[config.mk]
export PLATFORM = sky130hd
export DESIGN_NAME = rotary_encoder_button_decoder_flat
export DESIGN_NICKNAME = d
export VERILOG_FILES = /design/src/sv/rebd_pkg.sv /design/src/sv/rebd_chan_if.sv /design/src/sv/rebd_csr.sv /design/src/sv/rebd_engine.sv /design/src/sv/rotary_encoder_button_decoder.sv /design/src/flat_wrapper.sv
export SDC_FILE = /design/constraint.sdc
export NUM_CORES = 1
export LEC_CHECK = 0
export BUFFER_PORTS_ARGS = -buffer_cell sky130_fd_sc_hd__buf_2
export CELL_PAD_IN_SITES_DETAIL_PLACEMENT = 1
export CELL_PAD_IN_SITES_GLOBAL_PLACEMENT = 1
export CORE_ASPECT_RATIO = 1.4
export CORE_UTILIZATION = 46
export DETAILED_ROUTE_END_ITERATION = 10
export PLACE_DENSITY = 0.91
export SLEW_MARGIN = 20
export SYNTH_ARGS = -nofsm -noshare
export SYNTH_HDL_FRONTEND = slang
export SYNTH_SLANG_ARGS = --single-unit
export TNS_END_PERCENT = 100
[constraint.sdc]
create_clock -name clock -period 8.5 [get_ports clock]
set_clock_uncertainty 0.1 [all_clocks]
set_input_delay 2.125 -clock clock [delete_from_list [all_inputs] [get_ports clock]]
set_output_delay 2.125 -clock clock [all_outputs]
set_load 0.01 [all_outputs]
[src/sv/rebd_pkg.sv]
// Package: shared types, register map and result codes of the rotary encoder decoder
package rebd_pkg;

   localparam int CNT_W = 14;

   localparam logic [CNT_W-1:0] PRESS_COUNT_LIMIT = 14'd10000;
   localparam logic [CNT_W-1:0] CNT_MAX           = 14'h3fff;

   localparam int PADDR_W = 5;
   localparam int PDATA_W = 32;

   localparam logic [2:0] REG_ENCODER_TYPE  = 3'd0;
   localparam logic [2:0] REG_DEBOUNCE      = 3'd1;
   localparam logic [2:0] REG_LONG_PRESS    = 3'd2;
   localparam logic [2:0] REG_DOUBLE_CLICK  = 3'd3;
   localparam logic [2:0] REG_REPEAT        = 3'd4;

   localparam logic [CNT_W-1:0] DEBOUNCE_RST     = 14'd10;
   localparam logic [CNT_W-1:0] LONG_PRESS_RST   = 14'd250;
   localparam logic [CNT_W-1:0] DOUBLE_CLICK_RST = 14'd150;
   localparam logic [CNT_W-1:0] REPEAT_RST       = 14'd100;

   localparam logic signed [2:0] SCAN_NONE    = 3'sd0;
   localparam logic signed [2:0] SCAN_FWD     = 3'sd1;
   localparam logic signed [2:0] SCAN_REV     = -3'sd1;
   localparam logic signed [2:0] SCAN_KEY     = 3'sd2;
   localparam logic signed [2:0] SCAN_KEY_FWD = 3'sd3;
   localparam logic signed [2:0] SCAN_KEY_REV = -3'sd3;

   localparam logic [2:0] ACT_NONE     = 3'd0;
   localparam logic [2:0] ACT_SHORT    = 3'd1;
   localparam logic [2:0] ACT_DOUBLE   = 3'd2;
   localparam logic [2:0] ACT_LONG_END = 3'd3;
   localparam logic [2:0] ACT_REPEAT   = 3'd4;

   localparam logic [2:0] EVT_NONE     = 3'd0;
   localparam logic [2:0] EVT_INC      = 3'd1;
   localparam logic [2:0] EVT_DEC      = 3'd2;
   localparam logic [2:0] EVT_HELD_INC = 3'd3;
   localparam logic [2:0] EVT_HELD_DEC = 3'd4;
   localparam logic [2:0] EVT_SHORT    = 3'd5;
   localparam logic [2:0] EVT_DOUBLE   = 3'd6;

   typedef struct packed {
      logic             encoder_type;
      logic [CNT_W-1:0] debounce_ticks;
      logic [CNT_W-1:0] long_press_ticks;
      logic [CNT_W-1:0] double_click_ticks;
      logic [CNT_W-1:0] repeat_ticks;
   } cfg_type;

   typedef struct packed {
      logic a_level;
      logic b_level;
      logic key_level;
   } sample_type;

   typedef struct packed {
      logic signed [2:0] scan_code;
      logic [2:0]        action_code;
      logic [2:0]        event_code;
   } result_type;

endpackage

[src/sv/rebd_chan_if.sv]
// Interfaces: sample beat channel and result beat channel
interface rebd_req_if;
   logic valid;
   logic ready;
   logic a_level;
   logic b_level;
   logic key_level;

   modport source (output valid, output a_level, output b_level, output key_level,
                   input ready);
   modport sink   (input valid, input a_level, input b_level, input key_level,
                   output ready);
endinterface

interface rebd_rsp_if;
   logic              valid;
   logic              ready;
   logic signed [2:0] scan_code;
   logic [2:0]        action_code;
   logic [2:0]        event_code;

   modport source (output valid, output scan_code, output action_code, output event_code,
                   input ready);
   modport sink   (input valid, input scan_code, input action_code, input event_code,
                   output ready);
endinterface

[src/sv/rebd_csr.sv]
// Configuration registers behind the APB-style port
module rebd_csr (
   input  logic                         clock,
   input  logic                         reset,
   input  logic                         psel,
   input  logic                         penable,
   input  logic                         pwrite,
   input  logic [rebd_pkg::PADDR_W-1:0] paddr,
   input  logic [rebd_pkg::PDATA_W-1:0] pwdata,
   output logic [rebd_pkg::PDATA_W-1:0] prdata,
   output logic                         pready,
   output rebd_pkg::cfg_type            cfg
);

   rebd_pkg::cfg_type cfg_ff;
   rebd_pkg::cfg_type cfg_in;
   logic              wr_en;
   logic [2:0]        reg_idx;

   assign pready  = 1'b1;
   assign wr_en   = psel && penable && pwrite;
   assign reg_idx = paddr[rebd_pkg::PADDR_W-1:2];
   assign cfg     = cfg_ff;

   always_comb begin
      cfg_in = cfg_ff;
      if (wr_en) begin
         unique case (reg_idx)
            rebd_pkg::REG_ENCODER_TYPE: cfg_in.encoder_type = pwdata[0];
            rebd_pkg::REG_DEBOUNCE:
               cfg_in.debounce_ticks = pwdata[rebd_pkg::CNT_W-1:0];
            rebd_pkg::REG_LONG_PRESS:
               cfg_in.long_press_ticks = pwdata[rebd_pkg::CNT_W-1:0];
            rebd_pkg::REG_DOUBLE_CLICK:
               cfg_in.double_click_ticks = pwdata[rebd_pkg::CNT_W-1:0];
            rebd_pkg::REG_REPEAT:
               cfg_in.repeat_ticks = pwdata[rebd_pkg::CNT_W-1:0];
            default: cfg_in = cfg_ff;
         endcase
      end
   end

   always_comb begin
      unique case (reg_idx)
         rebd_pkg::REG_ENCODER_TYPE:
            prdata = {{(rebd_pkg::PDATA_W-1){1'b0}}, cfg_ff.encoder_type};
         rebd_pkg::REG_DEBOUNCE:
            prdata = {{(rebd_pkg::PDATA_W-rebd_pkg::CNT_W){1'b0}}, cfg_ff.debounce_ticks};
         rebd_pkg::REG_LONG_PRESS:
            prdata = {{(rebd_pkg::PDATA_W-rebd_pkg::CNT_W){1'b0}}, cfg_ff.long_press_ticks};
         rebd_pkg::REG_DOUBLE_CLICK:
            prdata = {{(rebd_pkg::PDATA_W-rebd_pkg::CNT_W){1'b0}},
                      cfg_ff.double_click_ticks};
         rebd_pkg::REG_REPEAT:
            prdata = {{(rebd_pkg::PDATA_W-rebd_pkg::CNT_W){1'b0}}, cfg_ff.repeat_ticks};
         default: prdata = '0;
      endcase
   end

   always_ff @(posedge clock) begin
      if (reset) begin
         cfg_ff.encoder_type       <= 1'b1;
         cfg_ff.debounce_ticks     <= rebd_pkg::DEBOUNCE_RST;
         cfg_ff.long_press_ticks   <= rebd_pkg::LONG_PRESS_RST;
         cfg_ff.double_click_ticks <= rebd_pkg::DOUBLE_CLICK_RST;
         cfg_ff.repeat_ticks       <= rebd_pkg::REPEAT_RST;
      end else begin
         cfg_ff <= cfg_in;
      end
   end

endmodule

[src/sv/rebd_engine.sv]
// Decoder state and single-pass update: rotation decode and key press classification
module rebd_engine (
   input  logic                   clock,
   input  logic                   reset,
   input  logic                   step,
   input  rebd_pkg::cfg_type      cfg,
   input  rebd_pkg::sample_type   sample,
   output rebd_pkg::result_type   result
);

   localparam int W = rebd_pkg::CNT_W;

   logic         a_prev_ff,   a_prev_in;
   logic [W-1:0] press_ff,    press_in;
   logic [W-1:0] gap_ff,      gap_in;
   logic         short_ff,    short_in;
   logic         long_ff,     long_in;
   logic [1:0]   dstage_ff,   dstage_in;
   logic [W-1:0] rep_ff,      rep_in;

   always_comb begin
      logic         fwd;
      logic         rev;
      logic         key_only;
      logic [W-1:0] p1;
      logic [W-1:0] g1;
      logic         sf1;
      logic         lf1;
      logic [1:0]   ds1;
      logic         c_short;
      logic         c_double;
      logic [W-1:0] rc;

      fwd = 1'b0;
      rev = 1'b0;
      if (sample.a_level != a_prev_ff) begin
         if (!cfg.encoder_type) begin
            fwd = !sample.a_level && !sample.b_level;
            rev = !sample.a_level && sample.b_level;
         end else if (sample.a_level) begin
            fwd = !sample.b_level;
            rev = sample.b_level;
         end else begin
            fwd = sample.b_level;
            rev = !sample.b_level;
         end
      end
      a_prev_in = sample.a_level;

      result.action_code = rebd_pkg::ACT_NONE;
      key_only = 1'b0;
      priority if (!sample.key_level && fwd) begin
         result.scan_code  = rebd_pkg::SCAN_KEY_FWD;
         result.event_code = rebd_pkg::EVT_HELD_DEC;
      end else if (!sample.key_level && rev) begin
         result.scan_code  = rebd_pkg::SCAN_KEY_REV;
         result.event_code = rebd_pkg::EVT_HELD_INC;
      end else if (!sample.key_level) begin
         result.scan_code  = rebd_pkg::SCAN_KEY;
         result.event_code = rebd_pkg::EVT_NONE;
         key_only          = 1'b1;
      end else if (fwd) begin
         result.scan_code  = rebd_pkg::SCAN_FWD;
         result.event_code = rebd_pkg::EVT_INC;
      end else if (rev) begin
         result.scan_code  = rebd_pkg::SCAN_REV;
         result.event_code = rebd_pkg::EVT_DEC;
      end else begin
         result.scan_code  = rebd_pkg::SCAN_NONE;
         result.event_code = rebd_pkg::EVT_NONE;
      end

      p1  = press_ff;
      g1  = gap_ff;
      sf1 = short_ff;
      lf1 = long_ff;
      ds1 = dstage_ff;
      if (key_only) begin
         if (press_ff < rebd_pkg::PRESS_COUNT_LIMIT) p1 = press_ff + 1'b1;
         if (p1 == cfg.debounce_ticks) sf1 = 1'b1;
         if (gap_ff != '0 && gap_ff <= cfg.double_click_ticks) ds1 = 2'd1;
         if (p1 == cfg.long_press_ticks) begin
            lf1 = 1'b1;
            sf1 = 1'b0;
         end
      end else if (press_ff < cfg.debounce_ticks) begin
         p1  = '0;
         sf1 = 1'b0;
         lf1 = 1'b0;
         ds1 = 2'd0;
         g1  = '0;
      end else begin
         if (short_ff) begin
            if (dstage_ff == 2'd0 && gap_ff < rebd_pkg::CNT_MAX) g1 = gap_ff + 1'b1;
            if (dstage_ff == 2'd1 && g1 <= cfg.double_click_ticks) ds1 = 2'd2;
            if (dstage_ff == 2'd0 && g1 > cfg.double_click_ticks) sf1 = 1'b0;
         end
         lf1 = 1'b0;
      end

      rc       = rep_ff;
      c_short  = 1'b0;
      c_double = 1'b0;
      if (p1 > cfg.debounce_ticks) begin
         c_short = !sf1 && g1 > cfg.double_click_ticks && p1 < cfg.long_press_ticks;
         c_double = !c_short && ds1 == 2'd2 && g1 != '0 && g1 <= cfg.double_click_ticks;
         if (c_short) begin
            result.action_code = rebd_pkg::ACT_SHORT;
            result.event_code  = rebd_pkg::EVT_SHORT;
            p1  = '0;
            g1  = '0;
            ds1 = 2'd0;
         end
         if (c_double) begin
            result.action_code = rebd_pkg::ACT_DOUBLE;
            result.event_code  = rebd_pkg::EVT_DOUBLE;
            p1  = '0;
            g1  = '0;
            sf1 = 1'b0;
            ds1 = 2'd0;
         end
         if (lf1 && p1 >= cfg.long_press_ticks) begin
            rc = rep_ff + 1'b1;
            if (rc >= cfg.repeat_ticks) begin
               rc = '0;
               result.action_code = rebd_pkg::ACT_REPEAT;
            end
         end
         if (!lf1 && p1 >= cfg.long_press_ticks) begin
            result.action_code = rebd_pkg::ACT_LONG_END;
            p1 = '0;
         end
      end

      press_in  = p1;
      gap_in    = g1;
      short_in  = sf1;
      long_in   = lf1;
      dstage_in = ds1;
      rep_in    = rc;
   end

   always_ff @(posedge clock) begin
      if (reset) begin
         a_prev_ff <= 1'b1;
         press_ff  <= '0;
         gap_ff    <= '0;
         short_ff  <= 1'b0;
         long_ff   <= 1'b0;
         dstage_ff <= 2'd0;
         rep_ff    <= '0;
      end else if (step) begin
         a_prev_ff <= a_prev_in;
         press_ff  <= press_in;
         gap_ff    <= gap_in;
         short_ff  <= short_in;
         long_ff   <= long_in;
         dstage_ff <= dstage_in;
         rep_ff    <= rep_in;
      end
   end

endmodule

[src/sv/rotary_encoder_button_decoder.sv]
// Top level: rotary encoder and push key decoder with sample and result registers
//
//   channel   direction  beat payload                          handshake
//   req_bus   in         a_level, b_level, key_level           valid/ready
//   rsp_bus   out        scan_code, action_code, event_code    valid/ready
//   csr       in         APB write/read of five registers      psel/penable, pready=1
//
// One sample beat per cycle while the result side is not stalled.
// The decode and press logic sits between the sample register and the result register.
// Synchronous reset clears both registers' valid flags and the decoder state, and resets the config to defaults.
// A stalled result holds; the sample register still takes a beat, then waits.
module rotary_encoder_button_decoder (
   input  logic                         clock,
   input  logic                         reset,
   rebd_req_if.sink                     req_bus,
   rebd_rsp_if.source                   rsp_bus,
   input  logic                         psel,
   input  logic                         penable,
   input  logic                         pwrite,
   input  logic [rebd_pkg::PADDR_W-1:0] paddr,
   input  logic [rebd_pkg::PDATA_W-1:0] pwdata,
   output logic [rebd_pkg::PDATA_W-1:0] prdata,
   output logic                         pready
);

   rebd_pkg::cfg_type    cfg;
   rebd_pkg::sample_type smp_ff;
   rebd_pkg::result_type res_in;
   rebd_pkg::result_type res_ff;
   logic                 smp_vld_ff, smp_vld_in;
   logic                 rsp_vld_ff, rsp_vld_in;
   logic                 out_free;
   logic                 step;
   logic                 take;

   assign out_free      = !rsp_vld_ff || rsp_bus.ready;
   assign step          = smp_vld_ff && out_free;
   assign req_bus.ready = !smp_vld_ff || out_free;
   assign take          = req_bus.valid && req_bus.ready;

   assign smp_vld_in = take || (smp_vld_ff && !step);
   assign rsp_vld_in = step || (rsp_vld_ff && !rsp_bus.ready);

   assign rsp_bus.valid       = rsp_vld_ff;
   assign rsp_bus.scan_code   = res_ff.scan_code;
   assign rsp_bus.action_code = res_ff.action_code;
   assign rsp_bus.event_code  = res_ff.event_code;

   rebd_csr u_csr (
      .clock   (clock),
      .reset   (reset),
      .psel    (psel),
      .penable (penable),
      .pwrite  (pwrite),
      .paddr   (paddr),
      .pwdata  (pwdata),
      .prdata  (prdata),
      .pready  (pready),
      .cfg     (cfg)
   );

   rebd_engine u_engine (
      .clock  (clock),
      .reset  (reset),
      .step   (step),
      .cfg    (cfg),
      .sample (smp_ff),
      .result (res_in)
   );

   always_ff @(posedge clock) begin
      if (reset) begin
         smp_vld_ff <= 1'b0;
         rsp_vld_ff <= 1'b0;
      end else begin
         smp_vld_ff <= smp_vld_in;
         rsp_vld_ff <= rsp_vld_in;
      end
      if (take) begin
         smp_ff.a_level   <= req_bus.a_level;
         smp_ff.b_level   <= req_bus.b_level;
         smp_ff.key_level <= req_bus.key_level;
      end
      if (step) begin
         res_ff <= res_in;
      end
   end

endmodule

[src/flat_wrapper.sv]
// flat-port wrapper written by rule: the top's interface ports become plain ports
module rotary_encoder_button_decoder_flat 
  (clock, reset, psel, penable, pwrite, paddr, pwdata, prdata, pready, req_bus_valid, req_bus_a_level, req_bus_b_level, req_bus_key_level, req_bus_ready, rsp_bus_valid, rsp_bus_scan_code, rsp_bus_action_code, rsp_bus_event_code, rsp_bus_ready);
  rebd_req_if req_bus_i ();
  rebd_rsp_if rsp_bus_i ();
  input  logic clock;
  input  logic reset;
  input  logic psel;
  input  logic penable;
  input  logic pwrite;
  input  logic [rebd_pkg::PADDR_W-1:0] paddr;
  input  logic [rebd_pkg::PDATA_W-1:0] pwdata;
  output logic [rebd_pkg::PDATA_W-1:0] prdata;
  output logic pready;
  input wire logic [$bits(req_bus_i.valid)-1:0] req_bus_valid;
  input wire logic [$bits(req_bus_i.a_level)-1:0] req_bus_a_level;
  input wire logic [$bits(req_bus_i.b_level)-1:0] req_bus_b_level;
  input wire logic [$bits(req_bus_i.key_level)-1:0] req_bus_key_level;
  output wire logic [$bits(req_bus_i.ready)-1:0] req_bus_ready;
  output wire logic [$bits(rsp_bus_i.valid)-1:0] rsp_bus_valid;
  output wire logic [$bits(rsp_bus_i.scan_code)-1:0] rsp_bus_scan_code;
  output wire logic [$bits(rsp_bus_i.action_code)-1:0] rsp_bus_action_code;
  output wire logic [$bits(rsp_bus_i.event_code)-1:0] rsp_bus_event_code;
  input wire logic [$bits(rsp_bus_i.ready)-1:0] rsp_bus_ready;
  assign req_bus_i.valid = req_bus_valid;
  assign req_bus_i.a_level = req_bus_a_level;
  assign req_bus_i.b_level = req_bus_b_level;
  assign req_bus_i.key_level = req_bus_key_level;
  assign req_bus_ready = req_bus_i.ready;
  assign rsp_bus_valid = rsp_bus_i.valid;
  assign rsp_bus_scan_code = rsp_bus_i.scan_code;
  assign rsp_bus_action_code = rsp_bus_i.action_code;
  assign rsp_bus_event_code = rsp_bus_i.event_code;
  assign rsp_bus_i.ready = rsp_bus_ready;
  rotary_encoder_button_decoder u_core (.clock(clock), .reset(reset), .req_bus(req_bus_i), .rsp_bus(rsp_bus_i), .psel(psel), .penable(penable), .pwrite(pwrite), .paddr(paddr), .pwdata(pwdata), .prdata(prdata), .pready(pready));
endmodule
---- Word level (Yosys, flattened, before mapping) ----
Cells that the tools add are included.
storage, ports and cells
  register bits ........................... 118
  input port bits ......................... 47
  output and inout bits ................... 44
operators by class
  bitwise gates (word level) .............. 1
  mux-type cells .......................... 63
  magnitude comparators ................... 12
  add/subtract/negate cells ............... 3
  equality and inequality tests ........... 9
  reduce and logical (&&, ||, !) cells .... 47
operator list
  cell                   count
  $mux 14                20
  $pmux 14 s5            1
  $add 14x1->14 const B  3
  $gt 14x14->1           3
  $le 14x14->1           3
  $eq 14x14->1           2
  $ge 14x14->1           2
  $lt 14x14->1           2
  $lt 14x14->1 const B   2
  $reduce_bool 14->1     2
  $mux 2                 13
  $mux 3                 8
  $logic_and 1x1->1      21
  $mux 1                 19
  $logic_not 1->1        10
  $reduce_and 2->1       5
  $eq 3x2->1 const B     2
  $mux 6                 1
  $logic_or 1x1->1       4
  $mux 4                 1
  $reduce_or 2->1        2
  $eq 3x1->1 const B     1
  $eq 3x3->1 const B     1
  $logic_not 3->1        1
  6 further kinds        6

---- Depth between registers and ports, before layout ----
  depth in word-level cells ............... 27
  mapped depth ............................ 35

---- Modules after synthesis ----
A second synthesis with hierarchy kept.
unflattened totals
  cell total of the unflattened synthesis .. 1315
  area total of the unflattened synthesis .. 10714.0 sq um
modules (own cells, without submodules)
  module                         seq. area each (sq um)  instances  cells an instance  area each (sq um)
  rebd_engine                    940.9                   1          962                7293.2
  rebd_csr                       1141.1                  1          331                2956.6
  rotary_encoder_button_decoder  400.4                   1          22                 464.2

---- Worst setup path after synthesis ----
No wires, ideal clock.
  kind .................................... reg-to-reg
  start point ............................. reg u_core.u_csr.cfg_ff (netlist bit u_core.u_csr.cfg[44])
  end point ............................... reg u_core.u_engine.rep_ff[0]
  required time ........................... 8284 ps
  cell stages (with the launch flop) ...... 35
  arrival ................................. 6224 ps
  library setup time ...................... 116 ps
  slack ................................... 2060 ps
  cell sequence ........................... dfxtp_1 clkbuf_1 inv_1 ha_1 a21o_1 a31oi_1 o21ai_0 a21oi_1 buf_2 o21ai_0 a32o_1 ha_1 nor2b_1 o21a_1 o21a_1 o21ai_0 a211oi_1 o21ai_0 or4b_2 a221oi_4 or2_4 buf_6 nor2b_1 ha_1 a21o_1 a21oi_1 o221ai_1 a31oi_1 o21ai_0 a31oi_1 nor3_1 nand4_1 clkbuf_1 nor4_1 a31o_2
on the way
  cells in the longest elaborated chain, start to end .. 16
  elaborated cells on any way between the ends .. 31
  classes of those cells .................. order compare: 6; eq/ne: 2; mux: 13; reduce/logical: 10
ends and longest elaborated chain
  element                                                RTL line            text
  start, declared                                        rebd_csr.sv:15      rebd_pkg::cfg_type cfg_ff;
  start signal, assigned                                 rebd_csr.sv:68      cfg_ff <= cfg_in;
  branches (longest 15 deep; another with $lt 14x14->1)  --
  $reduce_and 3->1 (no source line) (*)                  --
  end signal, assigned                                   rebd_engine.sv:159  rep_ff <= rep_in;
  end, declared                                          rebd_engine.sv:19   logic [W-1:0] rep_ff, rep_in;
Mark *: on every way between the ends. The select of a mux whose other input is x is not followed.
A chain may end at the register's enable or synchronous reset.

---- Worst setup path after layout ----
  start point ............................. reg u_core.u_csr.cfg_ff (netlist bit u_core.u_csr.cfg[52])
  end point ............................... reg u_core.u_engine.rep_ff[3]
Same word-level chain as after synthesis.

==> results.md <==
- Maximum VDD drop: between 0.2 and 0.25 mV
- Crit Path Class: reg2reg
- Hold crit path type: reg2reg
- Post-synthesis simple-gate area fraction: roughly 23%
- Most frequent cell after synthesis: nand2_1
- Post-synthesis cell type count: 90
- Mean Syn Cell Area: ~8 um^2
- Fin worst setup slack: about 290 ps
- Vias per std cell: a little under 7
- Fraction of the mapped netlist area in compound gates: about a quarter
- Hold Path Stages: 2
- Final Instance Area: approximately 11000 um^2
- Yosys top cell by area: dfxtp_1
- Top post-synthesis cells by area: dfxtp_1 20%, ha_1 14%, nand2_1 7.0%
- # diodes: 0
- Post-route DRC: 0
- Post-synthesis adder-cell area fraction: between 10% and 20%
- GRT Util Overall: roughly 36%
- Final Hold Viols: 0
- Layout cell share with drive strength beyond 1: 11.63%
- Fillers: 2717
- Finished Core Util: 51.93%
- Max Fclk: between 0.1 and 0.15 GHz
- Sequential share of the synthesized area: 23.91%
- Min cycle time layout: approximately 8000 ps
- CORE AREA: about 22000 um^2
- Post-synthesis cell count: between 1000 and 1500
- Main synth FF type: dfxtp_1
- FF-to-FF Start: u_core.u_csr.cfg[52]
- Slowest stage delay, CP: roughly 800 ps
- Outcome: completed
- Number of flops mapped to enable cells by yosys: 12
- Flop and latch count out of synthesis: about 120
- YS warnings: 0
- Reg2Reg Depth: 31
- Setup slack at placement: 398.1 ps
- Top-area cell type share of the netlist area: 20.44%
- Mux contribution to synthesized area: less than 1%
- RSZ-0062 raised after global routing: false
- H-tree level count: 4
- Initial Utilization: between 40 and 50%
- CTS root buffer: clkbuf_16
- # Max-Cap Violations: 0
- Total power: 1.497 mW
- Initial antenna violation count: 0
- Num CTS Buffers: 17
- WP data required: between 8000 and 9000 ps
- Final setup viols: 0
- Clock buffer depth: 2
- Number of port buffers: 51
- Area Growth Syn to Fin: 10.13%
- Remaining Overflow, GRT: 0
- CP max stage cell: or4b_2
- Slew headroom: roughly a quarter
- Die footprint: 23180 um^2
- DRT Pass-1 Iters: 7
- Die Width: 129.0 um
- Pwr dens: roughly 130 nW/um^2
- Cts hold-fix bufs: 0
- Main combinational cell family by area after synthesis: compound AO/OA/AOI/OAI gates
- Leak: 4.766 nW
- Clk_lat worst skew: about 450 ps
- Post-DP Area: approximately 11000 um^2
- Nets: between 1500 and 2000
- Synth Cell Area: between 10000 and 15000 um^2
- TritonCTS clock tree: done
- Crit start category: register
- Post-synthesis async set-or-reset flop share: 0%
- First-pass GRT wire length: 64140 um
- DP HPWL: about 30000 um
- Clock-pin slew on the worst setup and hold paths: approximately 70 ps
- Ports: slightly above 90
- Largest fanout on the critical path: 22
- Top cells by count, synth: 194 x nand2_1, 116 x ha_1, 106 x dfxtp_1
- Setup crit end kind: register
- Largest net degree at the start of global routing: 58
- Hold Path End: u_core.u_csr.cfg[39]
- Die height: 179.8 um
- Drt wl/cell: about 25 um
- Worst-Margin Slew: between 1000 and 1500 ps
- Vias: ~11000
- Final Cycle Share: between 90% and 100%
- Crit path DAT: between 8000 and 9000 ps
- Fin. max-slew vios: 0
- Total negative slack: 0 ps
- Drt total wl: around 42000 um
- R2r endpoint: u_core.u_engine.rep_ff[3]
- Vias in the first global route: 11580
- DRT antenna net count: 0
- Cell row count: between 60 and 70
- GPL Wtd Cong: 0.9410
- Reg2Reg Setup Slack: between 200 and 300 ps
- Hold path start: u_core.u_csr.cfg[39]
- Initial DRC count: around 960
- Sink Count: about 120
- Post-Synth XOR/XNOR Area: under 10%
layer usage:
layer / vias to the layer above / GRT usage, % / part of all wire (%)
li1: 4870 / - / -
met1: 5514 / 39.90 / 36
met2: 611 / 60.58 / 48
met3: 224 / 6.488 / 7.0
met4: 0 / 28.52 / 8.5
met5: - / 0 / 0
state kept, by name (all words and copies together), names as in the netlist, 2 cells and up:
register                    flops
u_core.u_engine.dstage_ff       2
u_core.u_engine.press_ff       14
u_core.rsp_bus.event_code       3
u_core.smp_ff                   3
u_core.u_engine.rep_ff         14
u_core.u_engine.gap_ff         14
u_core.rsp_bus.action_code      3
u_core.u_csr.cfg               57
u_core.rsp_bus.scan_code        3
area by class of cell:
type	count	area (um^2)	share of cell area (%)
multi-input combinational	1059	7191	62.88
sequential	118	2484	21.72
timing repair buffer	80	475.5	4.158
clock buffer	17	425.4	3.720
tap	297	371.6	3.250
inverter	78	292.8	2.560
clock inverter	15	195.2	1.707
cell families (layout without fill, tap and decap cells):
| family | Yosys count | count (layout) |
|---|---|---|
| mux | 8 | 8 |
| compound gates | 388 | 388 |
| xor+xnor | 51 | 51 |
| other cells | 2 | 19 |
| simple gates | 477 | 477 |
| fa+ha+maj | 116 | 116 |
| buf+inv | 169 | 190 |
| flops | 118 | 118 |
critical path: cells and delay by family (launching register included):
kind / cells / cell delay (ps)
AO/OA/AOI/OAI: 19 / 3590
AND/OR/NAND/NOR: 7 / 2650
adder cells (fa/ha/maj): 3 / 860
flip-flops: 1 / 500
buffers and inverters: 2 / 410
worst max path at each step:
| stage | start | to | slack (ps) | cells after the start |
|---|---|---|---|---|
| after global routing | u_core.u_csr.cfg[53] | u_core.u_engine.rep_ff[3] | 40 | 31 |
| after CTS | u_core.u_engine.press_ff[11] | u_core.u_engine.rep_ff[8] | 250 | 30 |
| after global placement | u_core.u_engine.press_ff[11] | u_core.u_engine.rep_ff[8] | 680 | 30 |
| final | u_core.u_csr.cfg[52] | u_core.u_engine.rep_ff[3] | 290 | 31 |
| after detailed placement | u_core.u_engine.press_ff[11] | u_core.u_engine.rep_ff[8] | 400 | 30 |
| after floorplan | u_core.u_csr.cfg[44] | u_core.u_engine.rep_ff[0] | 2060 | 34 |
per-stage QoR:
stage | cells | hold WS [ps]
final | 1664 | 375.5
after global routing | 1664 | 395.9
after CTS | 1662 | 376.1
after detailed placement | 1630 | 367.3
after global placement | 1630 | 344.3
after floorplan | 1346 | 332.9
power breakdown:
| part | internal [mW] | switching (mW) | leakage [nW] |
|---|---|---|---|
| Sequential | 0.570 | 0.00714 | 0.971 |
| Clock | 0.469 | 0.328 | 0.302 |
| Combinational | 0.0350 | 0.0881 | 3.49 |
| Total | 1.07 | 0.423 | 4.77 |
placed cells by master, fill, tap and decap left out, drive strengths merged, types with 6 or more instances in the layout:
cell      n
dfxtp   106
and3     17
a31oi    14
a21oi    92
o211ai   25
o31ai    11
nand3    31
a22o     33
nor3     17
a22oi    13
a211o     7
clkinv    7
ha      116
conb     19
or4       6
clkbuf   17
nor2     73
nand2   194
nand2b   11
nor2b    27
xnor2    32
o21ai    84
xor2     17
a21o     24
o21a     12
nor3b     7
and4      7
nor4     15
edfxtp   12
or2       7
nand4    33
inv      82
buf      80
a31o      8
a211oi   12
and2     15
what timing repair did:
item	in CTS	in global routing
buffers inserted	0	2
setup endpoints to repair	0	6
gates resized for setup	0	1
No activity file was read; power rests on OpenSTA's default activity.
